**config.mk**
```make
export PLATFORM = sky130hd
export DESIGN_NAME = lru_page_replacement
export DESIGN_NICKNAME = d
export VERILOG_FILES = /design/src/hdl/lrupr_pkg.sv /design/src/hdl/lrupr_table.sv /design/src/hdl/lrupr_stats.sv /design/src/hdl/lru_page_replacement.sv
export VERILOG_INCLUDE_DIRS = /design/src /design/src/hdl
export SDC_FILE = /design/constraint.sdc
export NUM_CORES = 1
export LEC_CHECK = 0
export ABC_CLOCK_PERIOD_IN_PS = 8100
export BUFFER_PORTS_ARGS = -buffer_cell sky130_fd_sc_hd__buf_2
export CAP_MARGIN = 20
export CORE_UTILIZATION = 30
export CTS_BUF_LIST = sky130_fd_sc_hd__clkbuf_4 sky130_fd_sc_hd__clkbuf_8 sky130_fd_sc_hd__clkbuf_16
export CTS_CLUSTER_DIAMETER = 40
export CTS_CLUSTER_SIZE = 8
export DETAILED_ROUTE_END_ITERATION = 8
export GPL_ROUTABILITY_DRIVEN = 0
export GPL_TIMING_DRIVEN = 0
export PLACE_DENSITY_LB_ADDON = 0.15
export RECOVER_POWER = 25
export SLEW_MARGIN = 20
export SYNTH_ARGS = -nofsm -noshare
export SYNTH_HDL_FRONTEND = slang
export SYNTH_SLANG_ARGS = --single-unit
```
**constraint.sdc**
```tcl
create_clock -name clk -period 8.1 [get_ports clk]
set_input_delay 0.81 -clock clk [delete_from_list [all_inputs] [get_ports clk]]
set_output_delay 0.81 -clock clk [all_outputs]
set_load 0.03 [all_outputs]
```
**src/hdl/assert_macros.svh**
```systemverilog
// Assertion helpers shared by the RTL. Both expect signals named clk and rst
// in the module that uses them.
`ifndef ASSERT_MACROS_SVH
`define ASSERT_MACROS_SVH

`ifndef SYNTHESIS

// The property must hold at every clock edge outside reset.
`define ASSERT_CLK(label, prop) \
  label: assert property (@(posedge clk) disable iff (rst) (prop)) \
    else $error("assertion failed");

// The condition must never be true outside reset.
`define ASSERT_NEVER(label, cond) \
  label: assert property (@(posedge clk) disable iff (rst) !(cond)) \
    else $error("forbidden condition seen");

`else

`define ASSERT_CLK(label, prop)
`define ASSERT_NEVER(label, cond)

`endif

`endif

```
**src/hdl/lrupr_pkg.sv**
```systemverilog
package lrupr_pkg;

  localparam int MAX_FRAMES = 16;
  localparam int PAGE_BITS = 16;
  localparam int SLOT_BITS = (MAX_FRAMES > 1) ? $clog2(MAX_FRAMES) : 1;
  localparam int COUNT_BITS = $clog2(MAX_FRAMES + 1);

  // Fixed widths of the stream fields.
  localparam int CFG_BITS = 5;
  localparam int CFG_RESET = 16;
  localparam int PAGE_PORT_BITS = 16;
  localparam int SLOT_PORT_BITS = 4;
  localparam int TOTAL_BITS = 32;
  localparam int IN_TDATA_BITS = 16;
  localparam int OUT_TDATA_BITS = 88;
  localparam int OUT_TUSER_BITS = 3;

  typedef logic [PAGE_BITS-1:0] page_t;
  typedef logic [SLOT_BITS-1:0] slot_t;
  typedef logic [COUNT_BITS-1:0] count_t;
  typedef logic [CFG_BITS-1:0] cfg_t;
  typedef logic [TOTAL_BITS-1:0] total_t;
  typedef logic [PAGE_PORT_BITS-1:0] port_page_t;
  typedef logic [SLOT_PORT_BITS-1:0] port_slot_t;

  // Outcome of one reference, from the frame table to the rest of the block.
  typedef struct packed {
    logic  hit;
    logic  fault;
    logic  filled;
    logic  full;
    slot_t slot;
    page_t evicted;
  } result_t;

  // A limit of zero acts as one frame, and a limit above the table size as
  // the whole table.
  function automatic count_t active_limit(cfg_t value);
    count_t limit;
    if (value == '0) begin
      limit = count_t'(1);
    end else if (int'(value) > MAX_FRAMES) begin
      limit = count_t'(MAX_FRAMES);
    end else begin
      limit = count_t'(value);
    end
    return limit;
  endfunction

endpackage

```
**src/hdl/lrupr_table.sv**
```systemverilog
`include "assert_macros.svh"

module lrupr_table (
  input  logic                clk,
  input  logic                rst,
  input  logic                fire,
  input  lrupr_pkg::page_t    page,
  input  lrupr_pkg::count_t   limit,
  output lrupr_pkg::result_t  res
);

  lrupr_pkg::page_t  frame_page [lrupr_pkg::MAX_FRAMES];
  logic [lrupr_pkg::MAX_FRAMES-1:0] frame_valid;
  lrupr_pkg::slot_t  recency_rank [lrupr_pkg::MAX_FRAMES];
  lrupr_pkg::count_t filled_count;

  logic [lrupr_pkg::MAX_FRAMES-1:0] match;
  logic [lrupr_pkg::MAX_FRAMES-1:0] victim;
  logic [lrupr_pkg::MAX_FRAMES-1:0] age;
  lrupr_pkg::slot_t hit_idx;
  lrupr_pkg::slot_t victim_idx;
  lrupr_pkg::slot_t hit_rank;
  lrupr_pkg::slot_t oldest_rank;
  lrupr_pkg::slot_t rank_sel;
  logic hit;
  logic full;

  // Valid frames always hold ranks 0 to filled_count-1 exactly once, so the
  // least recent frame is the one whose rank equals filled_count-1.
  assign oldest_rank = lrupr_pkg::slot_t'(filled_count - lrupr_pkg::count_t'(1));
  assign full = (filled_count >= limit);

  always_comb begin
    hit_idx = '0;
    victim_idx = '0;
    hit_rank = '0;
    for (int k = 0; k < lrupr_pkg::MAX_FRAMES; k++) begin
      match[k] = frame_valid[k] && (frame_page[k] == page);
      victim[k] = frame_valid[k] && (recency_rank[k] == oldest_rank);
      if (match[k]) begin
        hit_rank = hit_rank | recency_rank[k];
      end
    end
    // Scan downward so that the lowest matching frame wins.
    for (int k = lrupr_pkg::MAX_FRAMES - 1; k >= 0; k--) begin
      if (match[k]) begin
        hit_idx = lrupr_pkg::slot_t'(k);
      end
      if (victim[k]) begin
        victim_idx = lrupr_pkg::slot_t'(k);
      end
    end
  end

  assign hit = |match;
  assign rank_sel = hit ? hit_rank : oldest_rank;

  always_comb begin
    res.hit = hit;
    res.full = full;
    res.filled = !hit && !full;
    res.fault = !hit && full;
    if (hit) begin
      res.slot = hit_idx;
    end else if (!full) begin
      res.slot = lrupr_pkg::slot_t'(filled_count);
    end else begin
      res.slot = victim_idx;
    end
    res.evicted = (!hit && full) ? frame_page[victim_idx] : '0;
  end

  // A fill ages every valid frame; a hit or a fault ages the frames more
  // recent than the one being promoted.
  always_comb begin
    for (int k = 0; k < lrupr_pkg::MAX_FRAMES; k++) begin
      age[k] = frame_valid[k] && (res.filled || (recency_rank[k] < rank_sel));
    end
  end

  always_ff @(posedge clk) begin
    if (rst) begin
      frame_valid <= '0;
      filled_count <= '0;
      for (int k = 0; k < lrupr_pkg::MAX_FRAMES; k++) begin
        recency_rank[k] <= '0;
      end
    end else if (fire) begin
      for (int k = 0; k < lrupr_pkg::MAX_FRAMES; k++) begin
        if (lrupr_pkg::slot_t'(k) == res.slot) begin
          recency_rank[k] <= '0;
        end else if (age[k]) begin
          recency_rank[k] <= recency_rank[k] + lrupr_pkg::slot_t'(1);
        end
      end
      if (res.filled) begin
        frame_valid[res.slot] <= 1'b1;
        filled_count <= filled_count + lrupr_pkg::count_t'(1);
      end
    end
  end

  always_ff @(posedge clk) begin
    if (fire && !hit) begin
      frame_page[res.slot] <= page;
    end
  end

  `ASSERT_CLK(a_valid_count, $countones(frame_valid) == int'(filled_count))
  `ASSERT_CLK(a_fault_only_full, res.fault |-> (res.full && !res.hit))
  `ASSERT_CLK(a_fill_grows, (fire && res.filled) |=>
              (filled_count == $past(filled_count) + lrupr_pkg::count_t'(1)))
  `ASSERT_NEVER(a_over_fill, int'(filled_count) > lrupr_pkg::MAX_FRAMES)

endmodule

```
**src/hdl/lrupr_stats.sv**
```systemverilog
module lrupr_stats (
  input  logic               clk,
  input  logic               rst,
  input  logic               fire,
  input  lrupr_pkg::result_t res,
  output lrupr_pkg::total_t  fault_next,
  output lrupr_pkg::total_t  reference_next
);

  lrupr_pkg::total_t fault_counter;
  lrupr_pkg::total_t reference_counter;
  logic count_fault;
  logic count_reference;

  // Hits count as references only once the table is full; faults always do.
  assign count_fault = res.fault && (fault_counter != '1);
  assign count_reference = (res.fault || (res.hit && res.full)) && (reference_counter != '1);

  assign fault_next = count_fault ?
                      fault_counter + lrupr_pkg::total_t'(1) : fault_counter;
  assign reference_next = count_reference ?
                          reference_counter + lrupr_pkg::total_t'(1) : reference_counter;

  always_ff @(posedge clk) begin
    if (rst) begin
      fault_counter <= '0;
      reference_counter <= '0;
    end else if (fire) begin
      fault_counter <= fault_next;
      reference_counter <= reference_next;
    end
  end

endmodule

```
**src/hdl/lru_page_replacement.sv**
```systemverilog
// LRU frame table, fully associative over 16 frames of 16-bit page numbers.
// Each page reference on the s_ stream gives one result on the m_ stream: hit,
// fill of a free frame, or fault (replacement of the least recently used page),
// with the frame that now holds the page, the evicted page on a fault and
// saturating 32-bit fault and reference totals. References are counted only
// once all managed frames are full. One reference is taken per cycle while the
// m_ stream does not stall; the lookup, the victim choice and the recency update
// settle combinationally between the input register and the result register.
// cfg_data sets how many frames are managed (0 acts as 1, above 16 as 16); the
// user must write it only while the block is idle; the block does not enforce it.
module lru_page_replacement (
  input  logic        clk,
  input  logic        rst,
  input  logic        cfg_valid,
  output logic        cfg_ready,
  input  logic [4:0]  cfg_data,   // frames_in_use
  input  logic        s_tvalid,
  output logic        s_tready,
  input  logic [15:0] s_tdata,    // page_number
  output logic        m_tvalid,
  input  logic        m_tready,
  output logic [87:0] m_tdata,    // frame_slot, evicted_page, fault_total,
                                  // reference_total, zero fill
  output logic [2:0]  m_tuser     // hit, fault, filled
);

  lrupr_pkg::count_t  limit;
  logic               in_valid;
  lrupr_pkg::page_t   in_page;
  logic               fire;
  lrupr_pkg::result_t res;
  lrupr_pkg::total_t  fault_next;
  lrupr_pkg::total_t  reference_next;

  assign cfg_ready = 1'b1;

  always_ff @(posedge clk) begin
    if (rst) begin
      limit <= lrupr_pkg::active_limit(lrupr_pkg::cfg_t'(lrupr_pkg::CFG_RESET));
    end else if (cfg_valid) begin
      limit <= lrupr_pkg::active_limit(cfg_data);
    end
  end

  // The reference in the input register resolves when the result register
  // is free or being emptied in the same cycle.
  assign fire = in_valid && (!m_tvalid || m_tready);
  assign s_tready = !in_valid || fire;

  always_ff @(posedge clk) begin
    if (rst) begin
      in_valid <= 1'b0;
    end else if (s_tready) begin
      in_valid <= s_tvalid;
    end
  end

  always_ff @(posedge clk) begin
    if (s_tready && s_tvalid) begin
      in_page <= lrupr_pkg::page_t'(s_tdata);
    end
  end

  lrupr_table u_table (
    .clk   (clk),
    .rst   (rst),
    .fire  (fire),
    .page  (in_page),
    .limit (limit),
    .res   (res)
  );

  lrupr_stats u_stats (
    .clk            (clk),
    .rst            (rst),
    .fire           (fire),
    .res            (res),
    .fault_next     (fault_next),
    .reference_next (reference_next)
  );

  always_ff @(posedge clk) begin
    if (rst) begin
      m_tvalid <= 1'b0;
    end else if (fire) begin
      m_tvalid <= 1'b1;
    end else if (m_tready) begin
      m_tvalid <= 1'b0;
    end
  end

  always_ff @(posedge clk) begin
    if (fire) begin
      m_tdata <= {4'b0000, reference_next, fault_next,
                  lrupr_pkg::port_page_t'(res.evicted),
                  lrupr_pkg::port_slot_t'(res.slot)};
      m_tuser <= {res.filled, res.fault, res.hit};
    end
  end

endmodule

```
==> run metrics <==
All-Layer GR Usage 20.76%; leakage power 12.40 nW; NumNets Final 2,769; RSZ-0062 raised after global routing no; Max IR drop VDD 0.1636 mV; post-synth top area share 43.97%; multi-input combinational cell area 13,460 sq um; layout cells sized above 1 18.34%; Iteration-0 DRC Markers 1,813; cell area power density 216.2 nW/um^2; delay-heaviest family, CP simple AND/OR/NAND/NOR gates; path type of the worst min-delay path in -> reg; grt total ovfl 0; Die H 312.3 um; CTS Buffer Depth 3; Max-Cap Viols 0; Yosys top cell by area edfxtp_1; total power 7.470 mW; Routed WL 102.8 mm; top_reg_cell synth edfxtp_1; largest net degree at the start of global routing 42; CTS H-tree depth 3; post-DP HPWL 78.60 mm; Post-Synthesis Cells 2,439; vias in the first global route 21,280; Die X 312.3 um; status complete, no violations; min Tclk post-route 7.089 ns; CP required 8.45 ns; synth unique cells 93; worst-path cell chain buf_4 -> buf_6 -> xnor2_1 -> nand4_1 -> or3_1 -> nor3_1 -> nor4_1 -> nand4_1 -> a211o_1 -> and2_1 -> buf_2 -> clkbuf_1 -> nand2_1 -> nor2_2 -> buf_6; clock skew 0.03609 ns; CTS tree done; CP Class reg -> reg; Hold Buf Count CTS 0; final hold vios 0; row cnt 113; # DRC 0; global-route wire length before repair 148.2 mm; most frequent cells in the layout edfxtp_1, xnor2_1, xor2_1; crit path buf inv count 5; number of synthesized register bits 515; initial antenna violation count 2; CP arrival 7.44 ns; Worst path max stage delay 0.86 ns; Setup Fix Bufs, Post-CTS 0; Via density 5.268; DRT antenna net count 0; Synth Cell Area 28,890 sq um; reg2reg start in_page[8]; Inserted Clock Buffers 94; hold path startpoint s_tdata[14]; non-filler cells, final 4,007; antenna diode count 0; Fillers 9,304; initial core utilization 30.36%; DP Cell Count 3,839; fraction of registers with async set/reset 0%; drt pass-1 iters 5; max-slew violations 0; yosys warns 0; Max-slew headroom 14.41%; crit path launch in_page[8]; sequential area share after synthesis 50.35%; CP Capture Type register; Critical-path top delay cell nor3_1; core box area 95,150 sq um; Syn Area/Cell 11.84 sq um; IO Port Bufs 114; DR vias 21,110; EDFF count, synth 423; CP Launch Type register; # setup viols final 0; FF/Latch Area 14,540 sq um; crit share post-route 87.52%; Max FO, Critical Path 17; IO Pins 120; P&R area growth vs syn 19.59%; Root Buffer clkbuf_16; commonest non-fill, non-tap cell in the layout edfxtp_1; die area 97,530 sq um; clock transition at the registers of the reported paths 0.05 ns; Max Clock Freq 141.1 MHz; WL per Instance 25.66 um; Skew-Pair Late Insertion Delay 0.66 ns; CTS sink count 515; synth top area cells edfxtp_1, xnor2_1, dfxtp_1, xor2_1, ha_1; CTS-repair resized insts 0; Worst Max-Slew Pin Slew 1.274 ns
-- through the flow --
| step | instance area, sq um | setup TNS, ns | utilization [%] | hold slack, ns | setup WS (ns) |
|---|---|---|---|---|---|
| 2_1_floorplan | 28900 | 0 | - | 0.4538 | 2.932 |
| 3_3_place_gp | 31050 | -1.939 | 32.63 | 0.4721 | -0.1774 |
| 3_5_place_dp | 31390 | 0 | 32.99 | 0.4883 | 1.150 |
| 4_1_cts | 34540 | 0 | 36.30 | 0.3066 | 1.125 |
| 5_1_grt | 34540 | 0 | 36.30 | 0.3117 | 0.7907 |
| 6_report | 34540 | 0 | 36.30 | 0.3412 | 1.011 |
-- synthesized netlist by cell type (all sizes together) (65+ instances only) --
cell,instances
nor3,65
xnor2,276
buf,91
edfxtp,423
nand2,148
mux2i,67
dfxtp,92
nand3,114
xor2,164
ha,73
nand4,68
nor2,150
-- layout make-up --
class,count,share of cell area (%)
clock inverters,37,1.108
inverters,38,0.4129
well taps,1265,4.582
flip-flops and latches,515,42.10
plain buffers,143,2.525
clock buffers,131,7.994
multi-input cells,1746,38.96
repair buffers,132,2.318
-- worst register-to-register path, cell delays in order (launching register included) --
cell and delay, ns:
edfxtp_1 0.80, buf_4 0.36, buf_6 0.23, xnor2_1 0.19, nand4_1 0.36, or3_1 0.46
nor3_1 0.86, nor4_1 0.27, nand4_1 0.61, a211o_1 0.20, and2_1 0.27, buf_2 0.40
clkbuf_1 0.50, nand2_1 0.40, nor2_2 0.65, buf_6 0.24
-- report_power, final --
part | internal (mW) | total, mW | switching, mW
Clock | 2.53 | 3.87 | 1.35
Combinational | 0.207 | 0.595 | 0.388
Sequential | 2.92 | 3.00 | 0.0762
-- cell families (layout without fill, tap and decap cells) --
family                     Yosys count  in the layout  synth area share, %
and+or+nand+nor                    773            773                14.03
DFF                                515            515                50.35
muxes                              121            121                4.505
xor gates and xnor gates           469            469                15.63
adders and majority gates           73             73                3.162
AOI/OAI and AO/OA                  305            305                8.793
buffers and inverters              181            481                3.500
other                                2              5              0.02600
-- per-layer routing --
layer / vias up / wire length [um] / GRT usage [%]
li1: 9567 / - / -
met1: 10520 / 44360 / 27.46
met2: 789 / 48010 / 33.75
met3: 228 / 6269 / 3.179
met4: 0 / 4181 / 8.645
met5: - / 0 / 0
-- final timing paths --
path                                    end  depth (start not counted)  slack [ns]
setup / recovery  u_table.frame_page[12][6]                         15        1.01
hold / removal                  in_page[14]                          1        0.34
setup reg to reg  u_table.frame_page[12][6]                         15        1.01
hold reg to reg                    limit[0]                          2        0.49
-- flip-flops by register name, summed over array words and instances (netlist names) --
signal	flops
u_table.frame_page	256
m_tdata	84
u_table.recency_rank	64
u_stats.fault_counter	32
u_stats.reference_counter	32
in_page	16
u_table.frame_valid	16
limit	5
u_table.filled_count	5
m_tuser	3
in_valid	1
m_tvalid	1
(Power assumes the default switching activity.)
